<file path="config.mk">
export PLATFORM = sky130hd
export DESIGN_NAME = pfb_seq
export DESIGN_NICKNAME = d
export VERILOG_FILES = /design/src/rtl/core/page_frame_buffer_refresher_assert.svh /design/src/rtl/core/pfb_pkg.sv /design/src/rtl/core/pfb_seq.sv
export SDC_FILE = /design/constraint.sdc
export NUM_CORES = 1
export LEC_CHECK = 0
export ABC_AREA = 1
export BUFFER_PORTS_ARGS = -buffer_cell sky130_fd_sc_hd__buf_4
export CAP_MARGIN = 20
export CORE_UTILIZATION = 53
export DETAILED_ROUTE_END_ITERATION = 8
export GPL_ROUTABILITY_DRIVEN = 1
export PLACE_DENSITY = 0.92
export SLEW_MARGIN = 20
export SYNTH_ARGS = -nofsm -noshare
export SYNTH_HDL_FRONTEND = slang
export SYNTH_SLANG_ARGS = --single-unit
</file>
<file path="constraint.sdc">
create_clock -name i_clk -period 3.7 [get_ports i_clk]
set_clock_uncertainty 0.15 [all_clocks]
set_input_delay 1.11 -clock i_clk [delete_from_list [all_inputs] [get_ports i_clk]]
set_output_delay 1.11 -clock i_clk [all_outputs]
set_load 0.01 [all_outputs]
</file>
<file path="src/rtl/core/page_frame_buffer_refresher_assert.svh">
// Assertion macros for the frame buffer refresher.
// Each macro takes a label, the clock, the active-low reset, an antecedent
// and a consequent.
`ifndef PAGE_FRAME_BUFFER_REFRESHER_ASSERT_SVH
`define PAGE_FRAME_BUFFER_REFRESHER_ASSERT_SVH

`ifndef SYNTH

// Consequent holds in the same cycle as the antecedent
`define PFB_ASSERT_IMPL(label, clk, rst_n, ante, cons) \
    label: assert property (@(posedge clk) disable iff (!(rst_n)) (ante) |-> (cons)) \
        else $error("pfb: same-cycle check failed");

// Consequent holds in the cycle after the antecedent
`define PFB_ASSERT_NEXT(label, clk, rst_n, ante, cons) \
    label: assert property (@(posedge clk) disable iff (!(rst_n)) (ante) |=> (cons)) \
        else $error("pfb: next-cycle check failed");

// Consequent holds after a delay from the antecedent
`define PFB_ASSERT_LAT2(label, clk, rst_n, ante, cons) \
    label: assert property (@(posedge clk) disable iff (!(rst_n)) (ante) |-> ##2 (cons)) \
        else $error("pfb: two-cycle latency check failed");

`else

`define PFB_ASSERT_IMPL(label, clk, rst_n, ante, cons)
`define PFB_ASSERT_NEXT(label, clk, rst_n, ante, cons)
`define PFB_ASSERT_LAT2(label, clk, rst_n, ante, cons)

`endif

`endif

</file>
<file path="src/rtl/core/pfb_pkg.sv">
package pfb_pkg;

    // Panel command bytes
    localparam logic [7:0] CMD_PAGE_BASE = 8'hB0;
    localparam logic [7:0] CMD_COL_LOW   = 8'h00;
    localparam logic [7:0] CMD_COL_HIGH  = 8'h10;

    // Command bytes at the head of each page in the stream
    localparam int HEADER_LEN = 3;

    // Actions of an input item
    localparam logic ACT_PIXEL = 1'b0;
    localparam logic ACT_PULL  = 1'b1;

    // Input item
    typedef struct packed {
        logic               action;
        logic signed [15:0] pixel_x;
        logic signed [15:0] pixel_y;
        logic        [15:0] colour;
    } t_in_item;

    // Result item
    typedef struct packed {
        logic [7:0] stream_byte;
        logic       is_command;
        logic       frame_end;
    } t_out_item;

    // Stream position decode handed from the sequencer to the datapath
    typedef struct packed {
        logic       is_cmd;
        logic [7:0] cmd_byte;
        logic       frame_end;
    } t_seq_info;

endpackage

</file>
<file path="src/rtl/core/pfb_seq.sv">
module pfb_seq
    import pfb_pkg::*;
#(
    parameter int PAGE_COUNT   = 16,
    parameter int COLUMN_COUNT = 64,
    parameter int PW = (PAGE_COUNT > 1) ? $clog2(PAGE_COUNT) : 1,
    parameter int CW = (COLUMN_COUNT > 1) ? $clog2(COLUMN_COUNT) : 1
) (
    input  logic            i_clk,
    input  logic            i_rst_n,
    input  logic            i_advance,
    output t_seq_info       o_info,
    output logic [PW-1:0]   o_page,
    output logic [CW-1:0]   o_col
);

    localparam int POS_W = $clog2(COLUMN_COUNT + HEADER_LEN);

    localparam logic [POS_W-1:0] POS_PAGE_CMD = POS_W'(0);
    localparam logic [POS_W-1:0] POS_COL_LOW  = POS_W'(1);
    localparam logic [POS_W-1:0] POS_COL_HIGH = POS_W'(2);
    localparam logic [POS_W-1:0] POS_HEADER   = POS_W'(HEADER_LEN);
    localparam logic [POS_W-1:0] POS_LAST     = POS_W'(COLUMN_COUNT + HEADER_LEN - 1);
    localparam logic [PW-1:0]    PAGE_LAST    = PW'(PAGE_COUNT - 1);

    logic [PW-1:0]    r_page, n_page;
    logic [POS_W-1:0] r_pos,  n_pos;
    logic [POS_W-1:0] data_pos;

    // Decode the current stream position
    always_comb begin
        o_info.is_cmd    = 1'b1;
        o_info.cmd_byte  = CMD_PAGE_BASE + 8'(r_page);
        o_info.frame_end = 1'b0;
        case (r_pos)
            POS_PAGE_CMD: o_info.cmd_byte = CMD_PAGE_BASE + 8'(r_page);
            POS_COL_LOW:  o_info.cmd_byte = CMD_COL_LOW;
            POS_COL_HIGH: o_info.cmd_byte = CMD_COL_HIGH;
            default: begin
                o_info.is_cmd    = 1'b0;
                o_info.frame_end = (r_page == PAGE_LAST) && (r_pos == POS_LAST);
            end
        endcase
    end

    assign data_pos = r_pos - POS_HEADER;
    assign o_col    = data_pos[CW-1:0];
    assign o_page   = r_page;

    // Advance through the page, then wrap to the next page
    always_comb begin
        n_page = r_page;
        n_pos  = r_pos;
        if (i_advance) begin
            if (r_pos == POS_LAST) begin
                n_pos  = POS_PAGE_CMD;
                n_page = (r_page == PAGE_LAST) ? '0 : r_page + 1'b1;
            end else begin
                n_pos = r_pos + 1'b1;
            end
        end
    end

    always_ff @(posedge i_clk) begin
        if (!i_rst_n) begin
            r_page <= '0;
            r_pos  <= POS_PAGE_CMD;
        end else begin
            r_page <= n_page;
            r_pos  <= n_pos;
        end
    end

endmodule

</file>
Yosys cells after proc, flatten, opt, wreduce, memory -nomap -nowiden
Index checks and enable logic that the tools add are counted.
Word-level totals
  memory bits (writable): 0
  memory bits (read-only): 0
  output and inout port bits: 20
  register bits after elaboration: 11
  word-level logic and storage cells: 19
  memories kept: 0
  latch bits: 0
  input port bits: 3
Operators by class
  equality and inequality tests: 4
  divide/modulo/power cells: 0
  multiply operators: 0
  muxes and demuxes: 5
  reduce and logical (&&, ||, !) cells: 4
  shifts and indexed selects: 0
  add/subtract/negate cells: 4
  bitwise gates (word level): 0
  $lt $le $gt $ge: 0
Operators with widths (count)
  case mux 8 bit (2 select lines): 1
  adder 8 x 4 -> 8 bit (first input constant): 1
  adder 7 x 1 -> 7 bit (second input constant): 1
  equality test 7 x 1 -> 1 bit (second input constant): 1
  equality test 7 x 2 -> 1 bit (second input constant): 1
  equality test 7 bit (second input constant): 1
  zero test 7 bit: 1
  two-way mux 7 bit: 1
  subtractor 6 x 2 -> 6 bit (second input constant): 1
  adder 4 x 1 -> 4 bit (second input constant): 1
  equality test 4 bit (second input constant): 1
  two-way mux 4 bit: 1
  OR reduction 3 bit: 1
  two-way mux 1 bit: 2
  AND reduction 2 bit: 1
  logical AND 1 bit: 1

Depth between registers and ports, before layout
  depth after elaboration: 3
  mapped depth: 8

Least setup slack after synthesis
Ideal clock, no wire load.
  path type: register to output
  start point: register r_pos[0]
  end point: output port o_info[8] (netlist bit)
  stages on the path, launching flop included: 7
  arrival: 1215 ps
  data required time: 2440 ps
  slack: 1225 ps
  path buffers: 1
  path through: dfxtp_1 > inv_1 > ha_1 > inv_1 > a21oi_2 > inv_2 > buf_4
RTL lines
  start: declaration: line pfb_seq.sv:27  | logic [POS_W-1:0] r_pos, n_pos;
  start signal: assignment: line pfb_seq.sv:70  | r_pos <= n_pos;
  end: declaration: line pfb_seq.sv:12  | output t_seq_info o_info,

==> impl_metrics.sql <==
INSERT INTO impl_metrics (metric_group, metric, value, unit) VALUES
('clock_tree', 'clk_path_buf_depth', '2', ''),
('clock_tree', 'cts_setup_buffers', '0', ''),
('timing', 'final-setup-viol-count', '0', ''),
('detailed_routing', 'wl_per_cell', '11.51', 'um'),
('die', 'dieWidth', '40.51', 'um'),
('synthesis', 'syn_nets', '112', ''),
('clock_tree', 'holdBufCountCts', '0', ''),
('die', 'chipHeight', '40.51', 'um'),
('clock_tree', 'post_cts_resized', '0', ''),
('grt', 'antenna_found_initial', '0', ''),
('run', 'drv.max_cap_violation_count', '0', ''),
('synthesis', 'synth-main-ff-cell', 'dfxtp_1', ''),
('placed_design', 'globalplace.congestion', '0.8055', ''),
('synthesis', 'syn-cell-area', '785.8', 'um2'),
('setup_path', 'start_kind', 'flip-flop', ''),
('setup_path', 'timing.critical_path.required', '2.44', 'ns'),
('die', 'die_ar', '0.001641', 'mm2'),
('die', 'start_util', '58.91', '%'),
('synthesis', 'synth-edff-count', '0', ''),
('pwr', 'power.total', '272.3', 'uW'),
('placed_design', 'pre_cts_worst_setup_slack', '1.115', 'ns'),
('synthesis', 'synth_compound_area_share', '7.325', '%'),
('timing', 'fmax', '0.3473', 'GHz'),
('synthesis', 'combinational_family_with_the_most_area_after_synthesis', 'simple AND/OR/NAND/NOR gates', ''),
('synthesis', 'synth-seq-cells', '11', ''),
('setup_path', 'timing.critical_path.to_type', 'output port', ''),
('clock_tree', 'cts_tree', 'done', ''),
('setup_path', 'crit_arrival', '1.62', 'ns'),
('synthesis', 'fraction_of_synthesized_area_in_multiplexers', '0', '%'),
('synthesis', 'yosysWarnings', '0', ''),
('synthesis', 'netlist.top_cell.by_area', 'dfxtp_1', ''),
('setup_path', 'cp_slowest_cell', 'dfxtp_1', ''),
('min_path', 'min_path_type', 'flip-flop to flip-flop', ''),
('finish', 'mostFrequentLayoutCell', 'buf_4', ''),
('finish', 'final_nets', '133', ''),
('clock_tree', 'h_tree_level_count', '1', ''),
('detailed_routing', 'total_vias_in_the_final_route', '694', ''),
('timing', 'final_max_slew_viol_count', '0', ''),
('run_status', 'outcome', 'completed', ''),
('timing', 'layout_min_cycle_time', '2.879', 'ns'),
('detailed_routing', 'postRouteAntennaNets', '0', ''),
('setup_path', 'cp_max_fanout', '6', ''),
('timing', 'final_hold_viol_count', '0', ''),
('detailed_routing', 'drc_violations', '0', ''),
('min_path', 'whs_path_depth', '2', ''),
('synthesis', 'synth-simple-area-share', '36.46', '%'),
('timing', 'layout_setup_ws', '0.8206', 'ns'),
('setup_path', 'timing.critical_path.from', 'r_pos[0]$_SDFFE_PN0P_', ''),
('grt', 'grt_pass1_vias', '615', ''),
('finish', 'final.fill_count', '99', ''),
('setup_path', 'critPathKind', 'flip-flop to output port', ''),
('detailed_routing', 'firstDrtPassIters', '3', ''),
('setup_path', 'crit_top_cell', 'inv_1', ''),
('setup_path', 'reg2regPathDepth', '7', ''),
('setup_path', 'crit_path_cell_trace', 'inv_1 > ha_1 > inv_1 > a21oi_2 > inv_2 > o21ai_1 > buf_4', ''),
('grt', 'overflow', '0', ''),
('die', 'io-pin-count', '23', ''),
('synthesis', 'seq_area_frac_synth', '28.03', '%'),
('finish', 'post-route-util', '71.01', '%'),
('pwr', 'ir_drop', '0.2355', 'mV'),
('synthesis', 'fraction_of_registers_with_async_set_reset', '0', '%'),
('die', 'core_area', '0.001334', 'mm2'),
('synthesis', 'adder_cell_share_of_the_synthesized_area', '7.962', '%'),
('timing', 'unrepaired_setup_endpoints_after_global_routing', 'no', ''),
('grt', 'grt_start_max_net_pins', '13', ''),
('setup_path', 'largest_stage_delay_worst_path', '0.36', 'ns'),
('placed_design', 'placement.io_buffers', '21', ''),
('synthesis', 'synth_top_area_share', '28.03', '%'),
('timing', 'min_period_over_period', '77.82', '%'),
('placed_design', 'post-dp-hpwl', '1293', 'um'),
('timing', 'final.hold.worst_slack', '0.3731', 'ns');
## report_power, final
part | total, mW | switching, mW | leakage, nW | internal, mW
logic | 0.0628 | 0.0343 | 0.356 | 0.0284
registers | 0.126 | 0.00502 | 0.0893 | 0.121
clock network | 0.0836 | 0.0418 | 0.0150 | 0.0418
## registers in the layout, summed over array words and instances, names as in the netlist
signal and flops:
o_page 4, r_pos 7
## kinds of logic (layout without fill, tap and decap cells)
kind of cell,Yosys count,after routing
XOR/XNOR,7,7
buffers and inverters,19,39
adder cells (fa/ha/maj),5,5
AND/OR/NAND/NOR,51,51
AO/OA/AOI/OAI,10,10
flip-flops,11,11
other,1,1
## worst max-delay path by stage
stage,cells after the start,end
3_3_place_gp,7,o_info[9]
4_1_cts,7,o_info[9]
3_5_place_dp,7,o_info[9]
6_report,7,o_info[9]
5_1_grt,7,o_info[9]
2_1_floorplan,6,o_info[8]
## per-stage QoR
stage,instances,instance area [um2]
after floorplan,104,785.8
after global placement,135,920.9
final,139,947.2
after CTS,139,947.2
after detailed placement,135,920.9
after global routing,139,947.2
## synthesized netlist by cell type, types with 2 or more instances
library cell	count
nor3_1	2
nand2_1	16
inv_1	13
buf_4	4
nand4_1	3
nand2_4	2
nor2_2	2
nand3_2	2
xor2_1	4
nor2_8	2
nor2_1	12
xnor2_1	3
dfxtp_1	11
nand3_1	6
ha_1	5
o21ai_0	2
a21oi_1	5
nand2_2	2
## area by class of cell
class / instances / area [um2] / area share [%]
clock buffer: 4 / 26.28 / 2.774
inverter: 14 / 52.55 / 5.548
multi-input combinational: 74 / 471.7 / 49.80
sequential: 11 / 220.2 / 23.25
tap: 15 / 18.77 / 1.982
timing repair buffer: 21 / 157.7 / 16.64
## routing by layer
| layer | vias up | track usage [%] | part of all wire (%) |
|---|---|---|---|
| li1 | 367 | - | - |
| met1 | 316 | 29.04 | 47 |
| met2 | 9 | 37.30 | 49 |
| met3 | 2 | 5.000 | 2.0 |
| met4 | 0 | 9.167 | 1.3 |
| met5 | - | 0 | 0 |
## worst max-delay path, delay by kind of cell, from the launching register on
kind | cells | cell delay [ns]
compound gates | 2 | 0.33
fa+ha+maj | 1 | 0.23
flops | 1 | 0.36
buf+inv | 4 | 0.42
Note: power is estimated with default switching activity, not from simulation.
